==> src/rtl/ipcmbx_pkg.sv <==
// Shared types, field widths, codes and helpers for the IPC endpoint mailbox table.
package ipcmbx_pkg;

    localparam int EP_COUNT_DEF     = 8;
    localparam int Q_SLOTS_DEF      = 4;
    localparam int PAYLOAD_BITS_DEF = 32;

    localparam int CMD_W     = 2;
    localparam int TASK_W    = 16;
    localparam int NUM_W     = 8;
    localparam int PAYLOAD_W = 32;
    localparam int STATUS_W  = 3;
    localparam int CREATED_W = 4;
    localparam int WAKE_W    = 2;

    localparam logic [CMD_W-1:0] CMD_CREATE = 2'd0;
    localparam logic [CMD_W-1:0] CMD_SEND   = 2'd1;
    localparam logic [CMD_W-1:0] CMD_RECV   = 2'd2;

    localparam logic [STATUS_W-1:0] ST_OK         = 3'd0;
    localparam logic [STATUS_W-1:0] ST_DENIED     = 3'd1;
    localparam logic [STATUS_W-1:0] ST_INVALID    = 3'd2;
    localparam logic [STATUS_W-1:0] ST_FULL       = 3'd3;
    localparam logic [STATUS_W-1:0] ST_EMPTY      = 3'd4;
    localparam logic [STATUS_W-1:0] ST_TABLE_FULL = 3'd5;

    localparam logic [WAKE_W-1:0] WAKE_NONE     = 2'd0;
    localparam logic [WAKE_W-1:0] WAKE_RECEIVER = 2'd1;
    localparam logic [WAKE_W-1:0] WAKE_SENDER   = 2'd2;

    typedef struct packed {
        logic [CMD_W-1:0]     cmd;
        logic [TASK_W-1:0]    task_id;
        logic                 cap_granted;
        logic [NUM_W-1:0]     endpoint_number;
        logic [PAYLOAD_W-1:0] payload_in;
    } t_in_word;

    typedef struct packed {
        logic [STATUS_W-1:0]  status;
        logic [CREATED_W-1:0] created_number;
        logic [PAYLOAD_W-1:0] payload_out;
        logic [TASK_W-1:0]    sender_out;
        logic [WAKE_W-1:0]    wake_request;
    } t_out_word;

    // Verdict of one command, held in the result register
    typedef struct packed {
        logic [STATUS_W-1:0]  status;
        logic [CREATED_W-1:0] created_number;
        logic [WAKE_W-1:0]    wake_request;
    } t_verdict;

    // Queue store strobes for one command
    typedef struct packed {
        logic wr_en;
        logic rd_en;
    } t_mem_ctl;

    // Index width for a count of n, at least one bit
    function automatic int f_idx_bits(input int n);
        return (n > 1) ? $clog2(n) : 1;
    endfunction

endpackage

==> src/rtl/ipcmbx_store.sv <==
// Message slot memory: payload and sender per slot, one write and one registered read.
module ipcmbx_store
    import ipcmbx_pkg::*;
#(
    parameter int DEPTH      = EP_COUNT_DEF * Q_SLOTS_DEF,
    parameter int ADDR_BITS  = f_idx_bits(EP_COUNT_DEF * Q_SLOTS_DEF),
    parameter int STORE_BITS = PAYLOAD_BITS_DEF
) (
    input  logic                  i_clk,
    input  t_mem_ctl              i_ctl,
    input  logic [ADDR_BITS-1:0]  i_wr_addr,
    input  logic [ADDR_BITS-1:0]  i_rd_addr,
    input  logic [STORE_BITS-1:0] i_wr_payload,
    input  logic [TASK_W-1:0]     i_wr_sender,
    output logic [STORE_BITS-1:0] o_rd_payload,
    output logic [TASK_W-1:0]     o_rd_sender
);

    logic [STORE_BITS-1:0] r_payload_mem [DEPTH];
    logic [TASK_W-1:0]     r_sender_mem  [DEPTH];
    logic [STORE_BITS-1:0] r_rd_payload;
    logic [TASK_W-1:0]     r_rd_sender;

    always_ff @(posedge i_clk) begin
        if (i_ctl.wr_en) begin
            r_payload_mem[i_wr_addr] <= i_wr_payload;
            r_sender_mem[i_wr_addr]  <= i_wr_sender;
        end
    end

    // Hold read data until the next receive so a stalled result stays put
    always_ff @(posedge i_clk) begin
        if (i_ctl.rd_en) begin
            r_rd_payload <= r_payload_mem[i_rd_addr];
            r_rd_sender  <= r_sender_mem[i_rd_addr];
        end
    end

    assign o_rd_payload = r_rd_payload;
    assign o_rd_sender  = r_rd_sender;

endmodule

==> src/rtl/ipcmbx_ctrl.sv <==
// Endpoint table: active bits, ring pointers, fill counts and the per-command decision.
module ipcmbx_ctrl
    import ipcmbx_pkg::*;
#(
    parameter int ENDPOINT_COUNT = EP_COUNT_DEF,
    parameter int QUEUE_SLOTS    = Q_SLOTS_DEF,
    parameter int ADDR_BITS      = f_idx_bits(EP_COUNT_DEF * Q_SLOTS_DEF)
) (
    input  logic                 i_clk,
    input  logic                 i_rst_n,
    input  logic                 i_fire,
    input  t_in_word             i_word,
    output t_verdict             o_verdict,
    output t_mem_ctl             o_mem_ctl,
    output logic [ADDR_BITS-1:0] o_wr_addr,
    output logic [ADDR_BITS-1:0] o_rd_addr
);

    localparam int EW = f_idx_bits(ENDPOINT_COUNT);
    localparam int PW = f_idx_bits(QUEUE_SLOTS);
    localparam int CW = $clog2(QUEUE_SLOTS + 1);

    logic [ENDPOINT_COUNT-1:0] r_active;
    logic [PW-1:0]             r_rp  [ENDPOINT_COUNT];
    logic [PW-1:0]             r_wp  [ENDPOINT_COUNT];
    logic [CW-1:0]             r_cnt [ENDPOINT_COUNT];

    logic          w_free_found;
    logic [EW-1:0] w_free_idx;
    logic [NUM_W-1:0] w_num_m1;
    logic [EW-1:0] w_e;
    logic          w_num_ok;
    logic          w_ep_ok;
    logic [PW-1:0] w_rp;
    logic [PW-1:0] w_wp;
    logic [CW-1:0] w_cnt;
    logic [PW:0]   w_rp_inc;
    logic [PW:0]   w_wp_inc;
    logic [PW-1:0] w_rp_next;
    logic [PW-1:0] w_wp_next;
    logic          w_create_go;
    logic          w_send_go;
    logic          w_recv_go;

    // Lowest free endpoint
    always_comb begin
        w_free_found = 1'b0;
        w_free_idx   = '0;
        for (int i = ENDPOINT_COUNT - 1; i >= 0; i--) begin
            if (!r_active[i]) begin
                w_free_found = 1'b1;
                w_free_idx   = EW'(i);
            end
        end
    end

    assign w_num_m1 = i_word.endpoint_number - NUM_W'(1);
    assign w_e      = w_num_m1[EW-1:0];
    assign w_num_ok = (i_word.endpoint_number != '0)
                   && ({1'b0, i_word.endpoint_number} <= (NUM_W + 1)'(ENDPOINT_COUNT));
    assign w_ep_ok  = w_num_ok && r_active[w_e];

    assign w_rp  = r_rp[w_e];
    assign w_wp  = r_wp[w_e];
    assign w_cnt = r_cnt[w_e];

    assign w_rp_inc  = {1'b0, w_rp} + (PW + 1)'(1);
    assign w_wp_inc  = {1'b0, w_wp} + (PW + 1)'(1);
    assign w_rp_next = (w_rp_inc >= (PW + 1)'(QUEUE_SLOTS)) ? '0 : w_rp_inc[PW-1:0];
    assign w_wp_next = (w_wp_inc >= (PW + 1)'(QUEUE_SLOTS)) ? '0 : w_wp_inc[PW-1:0];

    always_comb begin
        o_verdict.status         = ST_OK;
        o_verdict.created_number = '0;
        o_verdict.wake_request   = WAKE_NONE;
        w_create_go = 1'b0;
        w_send_go   = 1'b0;
        w_recv_go   = 1'b0;
        case (i_word.cmd)
            CMD_CREATE: begin
                if (w_free_found) begin
                    w_create_go = 1'b1;
                    o_verdict.created_number = CREATED_W'(int'(w_free_idx) + 1);
                end else begin
                    o_verdict.status = ST_TABLE_FULL;
                end
            end
            CMD_SEND, CMD_RECV: begin
                if (!i_word.cap_granted) begin
                    o_verdict.status = ST_DENIED;
                end else if (!w_ep_ok) begin
                    o_verdict.status = ST_INVALID;
                end else if (i_word.cmd == CMD_SEND) begin
                    if (w_cnt >= CW'(QUEUE_SLOTS)) begin
                        o_verdict.status = ST_FULL;
                    end else begin
                        w_send_go = 1'b1;
                        o_verdict.wake_request = WAKE_RECEIVER;
                    end
                end else begin
                    if (w_cnt == '0) begin
                        o_verdict.status = ST_EMPTY;
                    end else begin
                        w_recv_go = 1'b1;
                        o_verdict.wake_request = WAKE_SENDER;
                    end
                end
            end
            default: begin
                o_verdict.status = ST_INVALID;
            end
        endcase
    end

    assign o_mem_ctl.wr_en = i_fire && w_send_go;
    assign o_mem_ctl.rd_en = i_fire && w_recv_go;
    assign o_wr_addr = ADDR_BITS'(int'(w_e) * QUEUE_SLOTS + int'(w_wp));
    assign o_rd_addr = ADDR_BITS'(int'(w_e) * QUEUE_SLOTS + int'(w_rp));

    always_ff @(posedge i_clk) begin
        if (!i_rst_n) begin
            r_active <= '0;
            for (int i = 0; i < ENDPOINT_COUNT; i++) begin
                r_rp[i]  <= '0;
                r_wp[i]  <= '0;
                r_cnt[i] <= '0;
            end
        end else if (i_fire) begin
            if (w_create_go) begin
                r_active[w_free_idx] <= 1'b1;
                r_rp[w_free_idx]     <= '0;
                r_wp[w_free_idx]     <= '0;
                r_cnt[w_free_idx]    <= '0;
            end
            if (w_send_go) begin
                r_wp[w_e]  <= w_wp_next;
                r_cnt[w_e] <= w_cnt + CW'(1);
            end
            if (w_recv_go) begin
                r_rp[w_e]  <= w_rp_next;
                r_cnt[w_e] <= w_cnt - CW'(1);
            end
        end
    end

endmodule

==> src/rtl/ipc_endpoint_mailbox_table.sv <==
// Top level of the IPC endpoint mailbox table: input register, endpoint table, slot store, result.
//
//  channel   direction  handshake                     word
//  -------   ---------  ----------------------------  ----------
//  command   in         i_in_valid / o_in_stall       i_in_data
//  result    out        o_out_valid / i_out_stall     o_out_data
//
//  One word per cycle in steady state while the result side does not stall; a command
//  lands in the input register when taken, and its verdict is registered as it leaves.
//  The endpoint table is read and updated in the cycle the command leaves the
//  input register, so back-to-back commands on one endpoint see each other.
//  Reset (i_rst_n low at an edge) empties both registers and frees every
//  endpoint; slot contents are not cleared.
//  A stall on the result side holds a full result register and, once the input
//  register is full as well, raises o_in_stall in the same cycle.
module ipc_endpoint_mailbox_table
    import ipcmbx_pkg::*;
#(
    parameter int ENDPOINT_COUNT = EP_COUNT_DEF,
    parameter int QUEUE_SLOTS    = Q_SLOTS_DEF,
    parameter int PAYLOAD_BITS   = PAYLOAD_BITS_DEF
) (
    input  logic      i_clk,
    input  logic      i_rst_n,
    input  logic      i_in_valid,
    output logic      o_in_stall,
    input  t_in_word  i_in_data,
    output logic      o_out_valid,
    input  logic      i_out_stall,
    output t_out_word o_out_data
);

    localparam int SLOT_COUNT = ENDPOINT_COUNT * QUEUE_SLOTS;
    localparam int ADDR_BITS  = f_idx_bits(SLOT_COUNT);
    // Payload bits actually kept per slot
    localparam int STORE_BITS = (PAYLOAD_BITS < PAYLOAD_W) ? PAYLOAD_BITS : PAYLOAD_W;

    logic     r_in_valid;
    t_in_word r_in;
    logic     r_out_valid;
    t_verdict r_res;

    logic                  w_adv;
    logic                  w_fire;
    t_verdict              w_verdict;
    t_mem_ctl              w_mem_ctl;
    logic [ADDR_BITS-1:0]  w_wr_addr;
    logic [ADDR_BITS-1:0]  w_rd_addr;
    logic [STORE_BITS-1:0] w_rd_payload;
    logic [TASK_W-1:0]     w_rd_sender;
    logic                  w_took;

    // Advance the result register when it is empty or being drained
    assign w_adv      = !r_out_valid || !i_out_stall;
    assign w_fire     = r_in_valid && w_adv;
    assign o_in_stall = r_in_valid && !w_adv;

    always_ff @(posedge i_clk) begin
        if (!i_rst_n) begin
            r_in_valid <= 1'b0;
        end else if (!o_in_stall) begin
            r_in_valid <= i_in_valid;
        end
    end

    // Load a new command word whenever the input register frees up
    always_ff @(posedge i_clk) begin
        if (!o_in_stall && i_in_valid) begin
            r_in <= i_in_data;
        end
    end

    ipcmbx_ctrl #(
        .ENDPOINT_COUNT (ENDPOINT_COUNT),
        .QUEUE_SLOTS    (QUEUE_SLOTS),
        .ADDR_BITS      (ADDR_BITS)
    ) u_ctrl (
        .i_clk     (i_clk),
        .i_rst_n   (i_rst_n),
        .i_fire    (w_fire),
        .i_word    (r_in),
        .o_verdict (w_verdict),
        .o_mem_ctl (w_mem_ctl),
        .o_wr_addr (w_wr_addr),
        .o_rd_addr (w_rd_addr)
    );

    // Slot read data is registered inside the store, alongside r_res
    ipcmbx_store #(
        .DEPTH      (SLOT_COUNT),
        .ADDR_BITS  (ADDR_BITS),
        .STORE_BITS (STORE_BITS)
    ) u_store (
        .i_clk        (i_clk),
        .i_ctl        (w_mem_ctl),
        .i_wr_addr    (w_wr_addr),
        .i_rd_addr    (w_rd_addr),
        .i_wr_payload (r_in.payload_in[STORE_BITS-1:0]),
        .i_wr_sender  (r_in.task_id),
        .o_rd_payload (w_rd_payload),
        .o_rd_sender  (w_rd_sender)
    );

    always_ff @(posedge i_clk) begin
        if (!i_rst_n) begin
            r_out_valid <= 1'b0;
        end else if (w_adv) begin
            r_out_valid <= r_in_valid;
        end
    end

    always_ff @(posedge i_clk) begin
        if (w_fire) begin
            r_res <= w_verdict;
        end
    end

    // Only a successful receive wakes a sender, so that code also marks valid read data
    assign w_took = (r_res.wake_request == WAKE_SENDER);

    assign o_out_valid               = r_out_valid;
    assign o_out_data.status         = r_res.status;
    assign o_out_data.created_number = r_res.created_number;
    assign o_out_data.wake_request   = r_res.wake_request;
    assign o_out_data.payload_out    = w_took ? PAYLOAD_W'(w_rd_payload) : '0;
    assign o_out_data.sender_out     = w_took ? w_rd_sender : '0;

    // A wake request only follows a successful send or receive
    a_wake_ok: assert property (@(posedge i_clk) disable iff (!i_rst_n)
        o_out_valid && (o_out_data.wake_request != WAKE_NONE)
            |-> (o_out_data.status == ST_OK))
        else $error("wake request on a failed command");

    // A created number is only given on a successful create
    a_created_ok: assert property (@(posedge i_clk) disable iff (!i_rst_n)
        o_out_valid && (o_out_data.created_number != '0)
            |-> (o_out_data.status == ST_OK) && (o_out_data.wake_request == WAKE_NONE))
        else $error("created number on a non-create result");

    // Table full never carries an endpoint number
    a_table_full: assert property (@(posedge i_clk) disable iff (!i_rst_n)
        o_out_valid && (o_out_data.status == ST_TABLE_FULL)
            |-> (o_out_data.created_number == '0))
        else $error("table full with an endpoint number");

    // A command that fires is held in the result register next cycle
    a_fire_lands: assert property (@(posedge i_clk) disable iff (!i_rst_n)
        w_fire |=> o_out_valid && (r_res == $past(w_verdict)))
        else $error("fired command did not reach the result register");

    // No store write and read for one command, and a store write only when a command fires
    a_mem_onehot: assert property (@(posedge i_clk) disable iff (!i_rst_n)
        $onehot0({w_mem_ctl.wr_en, w_mem_ctl.rd_en}) && (!w_mem_ctl.wr_en || w_fire))
        else $error("store strobes conflict");

endmodule

==> config.mk <==
export PLATFORM = sky130hd
export DESIGN_NAME = ipc_endpoint_mailbox_table
export DESIGN_NICKNAME = d
export VERILOG_FILES = /design/src/rtl/ipcmbx_pkg.sv /design/src/rtl/ipcmbx_store.sv /design/src/rtl/ipcmbx_ctrl.sv /design/src/rtl/ipc_endpoint_mailbox_table.sv
export SDC_FILE = /design/constraint.sdc
export NUM_CORES = 2
export LEC_CHECK = 0
export ABC_CLOCK_PERIOD_IN_PS = 17700
export BUFFER_PORTS_ARGS = -buffer_cell sky130_fd_sc_hd__buf_2
export CORE_ASPECT_RATIO = 1.1
export CORE_MARGIN = 2
export CORE_UTILIZATION = 46
export CTS_CLUSTER_SIZE = 14
export DETAILED_ROUTE_END_ITERATION = 16
export HOLD_SLACK_MARGIN = 0.1
export PLACE_DENSITY = 0.65
export SYNTH_ARGS = -nofsm -noshare
export SYNTH_HDL_FRONTEND = slang
export SYNTH_SLANG_ARGS = --single-unit
==> constraint.sdc <==
create_clock -name i_clk -period 17.7 [get_ports i_clk]
set_clock_uncertainty 0.2 [all_clocks]
set_input_delay 1.77 -clock i_clk [delete_from_list [all_inputs] [get_ports i_clk]]
set_output_delay 1.77 -clock i_clk [all_outputs]
set_load 0.05 [all_outputs]
* Word level (Yosys, flattened, before mapping)
Memories as Yosys holds them, arrays and structs flattened. A register that Yosys moved wholly into a read port is not among the register bits.
Index checks and enable logic that the tools add are counted.
** Storage, ports and cells
- Register bits after elaboration :: 78
- Bits in writable memories :: 1592
- Input port bits :: 63
- Output and inout port bits :: 59
- Word-level logic and storage cells :: 142
- Memories :: 5
** Cells by class
- Add/subtract/negate cells :: 8
- Magnitude comparators :: 7
- Equal/unequal tests :: 3
- Muxes and demuxes :: 80
- Bitwise logic cells :: 2
- Reductions and logical operators :: 26
** Memory list
- u_store.r_payload_mem :: words 32, width 32, rd ports 1, clocked after Yosys merged registers in 1, write ports 1, line ipcmbx_store.sv:19 : logic [STORE_BITS-1:0] r_payload_mem [DEPTH];
- u_store.r_sender_mem :: words 32, width 16, rd ports 1, clocked after Yosys merged registers in 1, write ports 1, line ipcmbx_store.sv:20 : logic [TASK_W-1:0] r_sender_mem [DEPTH];
- u_ctrl.r_cnt :: words 8, width 3, rd ports 1, clocked after Yosys merged registers in 0, write ports 8, line ipcmbx_ctrl.sv:26 : logic [CW-1:0] r_cnt [ENDPOINT_COUNT];
- u_ctrl.r_rp :: words 8, width 2, rd ports 1, clocked after Yosys merged registers in 0, write ports 8, line ipcmbx_ctrl.sv:24 : logic [PW-1:0] r_rp [ENDPOINT_COUNT];
- u_ctrl.r_wp :: words 8, width 2, rd ports 1, clocked after Yosys merged registers in 0, write ports 8, line ipcmbx_ctrl.sv:25 : logic [PW-1:0] r_wp [ENDPOINT_COUNT];
** Operators by type and width (number)
- $mux 3 :: 22
- $mux 1 :: 44
- $mux 32 :: 1
- $mux 2 :: 9
- $mux 16 :: 1
- $add 5x2->5 :: 2
- $reduce_or 2->1 :: 5
- $ge 3x3->1 const B :: 3
- $le 8x4->1 const B :: 1
- $logic_and 1x1->1 :: 8
- $lt 3x4->1 const B :: 2
- $or 8x8->8 :: 1
- $reduce_bool 8->1 :: 1
- $add 2x1->3 const B :: 2
- $pmux 3 s2 :: 1
- $reduce_or 3->1 :: 2
- $sub 3x1->3 const B :: 2
- $add 3x1->4 const B :: 1
- $eq 2x2->1 const B :: 2
- $logic_not 1->1 :: 4
- $reduce_and 2->1 :: 2
- $add 3x1->3 const B :: 1
- $bmux 1 s3 :: 1
- $demux 1 s3 :: 1
- other kinds (7) :: 7

* Depth between registers and ports, before layout
- Word-level depth :: 17
- Gate-level depth with buffers :: 20
- Depth with buffers taken out :: 12

* Cells and area by module
Synthesis repeated with hierarchy kept, for this count alone.
** Second synthesis, totals
- Cell total of the unflattened synthesis :: 3869
- Area total of the unflattened synthesis :: 67633.6 µm²
** By module, submodules not included
- ipcmbx_store :: instances 1, cells each 3365, area each 61206.2 µm², seq. area each 47565.6 µm²
- ipcmbx_ctrl :: instances 1, cells each 374, area each 3948.8 µm², seq. area each 1841.8 µm²
- ipc_endpoint_mailbox_table :: instances 1, cells each 130, area each 2478.6 µm², seq. area each 2082.0 µm²

* Least setup slack after synthesis
No wires, ideal clock.
- Path kind :: reg-to-reg
- Start point :: register r_in[32] (netlist bit)
- End point :: register u_store.r_rd_payload[0] (netlist: u_store.o_rd_payload[0]) (read register of u_store.r_payload_mem), enable pin
- Setup time :: 0.513 ns
- Arrival :: 5.885 ns
- Required time :: 16.987 ns
- Path slack :: 11.102 ns
- Stages on the path, launching flop included :: 11
- Path buffers :: 3
- Period minus slack after synthesis :: 6.598 ns
- Path through :: edfxtp_1 buf_2 buf_4 clkbuf_1 inv_1 ha_1 xnor2_1 mux4_1 nand3_1 nand2b_1 nor3_1
** On the way
- Longest elaborated chain between the ends :: 9
- Elaborated cells on any way between the ends :: 17
- Classes of those cells :: 2 x add/sub; 1 x order compare; 7 x mux; 5 x reduce/logical; 2 x memory
** Ends and longest elaborated chain
- from (decl) :: line ipc_endpoint_mailbox_table.sv:39 : t_in_word r_in;
- from (signal assigned) :: line ipc_endpoint_mailbox_table.sv:69 : r_in <= i_in_data;
- $sub 3x1->3 :: line ipcmbx_ctrl.sv:57 : assign w_num_m1 = i_word.endpoint_number - NUM_W'(1);
- $mem_v2 8x3
- $logic_not 3->1 :: line ipcmbx_ctrl.sv:101 : if (w_cnt == '0) begin
- $mux 1 :: line ipcmbx_ctrl.sv:101
- $mux 1 :: line ipcmbx_ctrl.sv:93 : end else if (i_word.cmd == CMD_SEND) begin
- $mux 1 :: line ipcmbx_ctrl.sv:91 : end else if (!w_ep_ok) begin
- $mux 1 :: line ipcmbx_ctrl.sv:89 : if (!i_word.cap_granted) begin
- $mux 1 :: line ipcmbx_ctrl.sv:79 : case (i_word.cmd)
- $logic_and 1x1->1 :: line ipcmbx_ctrl.sv:116 : assign o_mem_ctl.rd_en = i_fire && w_recv_go;
- to (decl) :: line ipcmbx_store.sv:21 : logic [STORE_BITS-1:0] r_rd_payload;
Several ways; a longest one is shown, not always the timed one. The select of a mux whose other input is x is not followed.
A chain may end at the register's enable or synchronous reset.

* Worst setup path in the final report
- Start point :: register r_in[32] (netlist bit)
- End point :: register u_store.r_rd_payload[21] (netlist: u_store.o_rd_payload[21]) (read register of u_store.r_payload_mem), data pin
The elaborated chain is that of the path after synthesis.

==> flow_metrics.env <==
export IMPL_peakVddDrop_mv=0.102
export IMPL_ctsResizeCount=0
export IMPL_cts_max_level=4
export IMPL_slew_viol_final=0
export IMPL_clk_pin_slew_ns=0.06
export IMPL_tightest_slew_ns=1.31
export IMPL_min_period_ns=7.70
export IMPL_first_iter_violations=5439
export IMPL_synth_edff_count=1708
export IMPL_avgSynthCellArea_sq_um=16.0
export IMPL_finalHoldViolations=0
export IMPL_maxCapViolations=0
export IMPL_ys_ff_latch=1718
export IMPL_start_util_pct=46.3
export IMPL_cts_buffers=172
export IMPL_finalNetCount=4312
export IMPL_fp_dieW_um=365
export IMPL_power_density_nw_per_um2=116
export IMPL_root_buffer="clkbuf_16"
export IMPL_die_h_um=401
export IMPL_vias_per_cell=6.19
export IMPL_final_common_cell="edfxtp_1"
export IMPL_cp_data_required_time_ns=18.17
export IMPL_synthArstFlopShare_pct=0
export IMPL_cp_end_kind="register"
export IMPL_synth_fp_nets=4181
export IMPL_cts_tree="built"
export IMPL_tns_ns=0
export IMPL_yosys_warnings=0
export IMPL_syn_inst=4107
export IMPL_numPortBuffers=121
export IMPL_status="completed"
export IMPL_dp_final_hpwl_um=99000
export IMPL_clock_path_buffers=3
export IMPL_die_area_sq_um=146000
export IMPL_grt_max_degree=163
export IMPL_wl_um=187000
export IMPL_core_area_sq_um=142000
export IMPL_clk_latency_ns=0.80
export IMPL_p_leak_nw=23.7
export IMPL_grtUsageTotal_pct=25.3
export IMPL_fin_crit_sh_pct=43.5
export IMPL_slew_headroom_pct=12.0
export IMPL_postCtsSetupRepairBufs=0
export IMPL_drive_above_1_share_pct=11.9
export IMPL_hold_class="register to register"
export IMPL_cts_hold_buf=0
export IMPL_antenna_found_initial=4
export IMPL_rsz0062_at_grt="false"
export IMPL_path_max_fanout=66
export IMPL_worstPathArrival_ns=8.17
export IMPL_ant_nets=0
export IMPL_finalSetupViolCount=0
export IMPL_fp_row_count=145
export IMPL_grt_pass1_vias=37200
export IMPL_critPathLaunchType="register"
export IMPL_grt_pass1_wl_um=266000
export IMPL_clkSinkCount=1718
export IMPL_final_core_util_pct=52.1
export IMPL_drc_errors=0
export IMPL_final_cell_mix="1708 x edfxtp_1, 513 x nand2_1, 239 x mux2i_1"
export IMPL_area_growth_pct=12.5
export IMPL_num_vias=38900
export IMPL_synth_area_sq_um=65800
export IMPL_path_class="register to register"
export IMPL_gp_congestion=0.822
export IMPL_first_pass_iters=7
export IMPL_io_pins=122
export IMPL_grt_overflow=0
export IMPL_antenna_cells=0
export IMPL_yosysUniqueCellTypes=64
export IMPL_max_freq_mhz=130
export IMPL_ys_flop_type="edfxtp_1"
export IMPL_synth_yosys_seq_area_share_pct=78.2
export IMPL_wire_per_inst_um=29.8
[state kept, by name (all words and copies together), names as in the netlist, 8 cells and up]
signal,flops
o_out_data,9
r_in,59
u_ctrl.r_active,8
u_ctrl.r_cnt,24
u_ctrl.r_rp,16
u_ctrl.r_wp,16
u_store.o_rd_payload,32
u_store.o_rd_sender,16
u_store.r_payload_mem,1024
u_store.r_sender_mem,512
[metrics by stage]
step	std cells	instance area, sq um	total power, mW	setup slack (ns)	hold slack, ns
finish	6275	74100	8.58	10.0	0.295
global route	6275	74100	8.81	9.72	0.356
CTS	6275	74100	8.61	10.13	0.304
detailed placement	5975	68900	5.23	10.12	0.290
global placement	5974	68800	5.22	10.38	0.266
floorplan	4107	65800	5.01	11.10	0.251
[path summary, 6_finish.rpt]
| path | start | depth (start not counted) | endpoint | slack, ns |
|---|---|---|---|---|
| setup / recovery | r_in[32] | 13 | u_store.o_rd_payload[21] | 10.0 |
| hold / removal | r_in_valid | 2 | o_out_valid | 0.30 |
| setup reg to reg | r_in[32] | 13 | u_store.o_rd_payload[21] | 10.0 |
| hold reg to reg | r_in_valid | 2 | o_out_valid | 0.30 |
[layout make-up]
type	instances	area, sq um
timing repair buffer	216	1380
inverter	11	41.3
fill	11400	68000
clock buffer	224	4650
clock inverter	76	552
sequential	1718	51500
tap	1911	2390
multi-input combinational	2119	13600
[routing by layer]
metal	vias to the layer above	track usage (%)	share of wire (%)
met5	-	0	0
met4	0	8.30	3.4
met3	378	4.79	9.4
met2	2190	40.7	48
met1	19800	34.8	39
li1	16500	-	-
[critical path: stages, from the launching register on]
cell and delay [ns]:
edfxtp_1 0.32, buf_4 0.42, inv_1 0.17, ha_1 0.61
nor2b_1 0.70, nand3_1 0.57, nand4_1 0.64, or2_4 0.80
buf_4 0.87, buf_4 0.79, nand2_1 0.80, o22ai_1 0.36
or4_1 0.15, or4_1 0.10
[synth_stat cells (5+ instances only)]
master | instances | area (sq um)
edfxtp_1 | 1708 | 51300
nand2_1 | 516 | 1940
mux2i_1 | 239 | 2390
a21oi_1 | 211 | 1060
nor2_1 | 188 | 706
clkbuf_1 | 172 | 646
a22oi_1 | 97 | 728
o22ai_1 | 89 | 557
a221oi_1 | 81 | 709
a31oi_1 | 69 | 432
and3_1 | 68 | 425
o21ai_0 | 53 | 265
a2111oi_0 | 51 | 447
buf_2 | 51 | 255
and2_1 | 49 | 307
nand3_1 | 49 | 245
nor3_1 | 44 | 220
o2bb2ai_1 | 42 | 368
nor4_1 | 40 | 250
o2111ai_1 | 33 | 289
nand4_1 | 22 | 138
o211ai_1 | 22 | 165
a221o_1 | 21 | 210
buf_1 | 20 | 75.1
a22o_1 | 18 | 158
nand2b_1 | 12 | 75.1
a31o_2 | 11 | 96.3
inv_1 | 11 | 41.3
a222oi_1 | 10 | 100
dfxtp_1 | 10 | 200
ha_1 | 10 | 125
a311oi_1 | 9 | 78.8
buf_4 | 9 | 67.6
buf_6 | 7 | 78.8
o22a_1 | 7 | 61.3
mux2_2 | 5 | 56.3
nor2b_1 | 5 | 31.3
or3_1 | 5 | 31.3
or4_1 | 5 | 37.5
[power breakdown]
group / internal (mW) / switching [mW]
Sequential: 4.50 / 0.0550
Combinational: 0.186 / 0.409
Clock: 1.93 / 1.50
[cells by family after synthesis]
group | synth area share, %
flops | 78.2
mux | 3.90
compound gates | 8.86
xor+xnor | 0.108
simple gates | 6.92
buf+inv | 1.77
fa+ha+maj | 0.220
(Power assumes the default switching activity.)
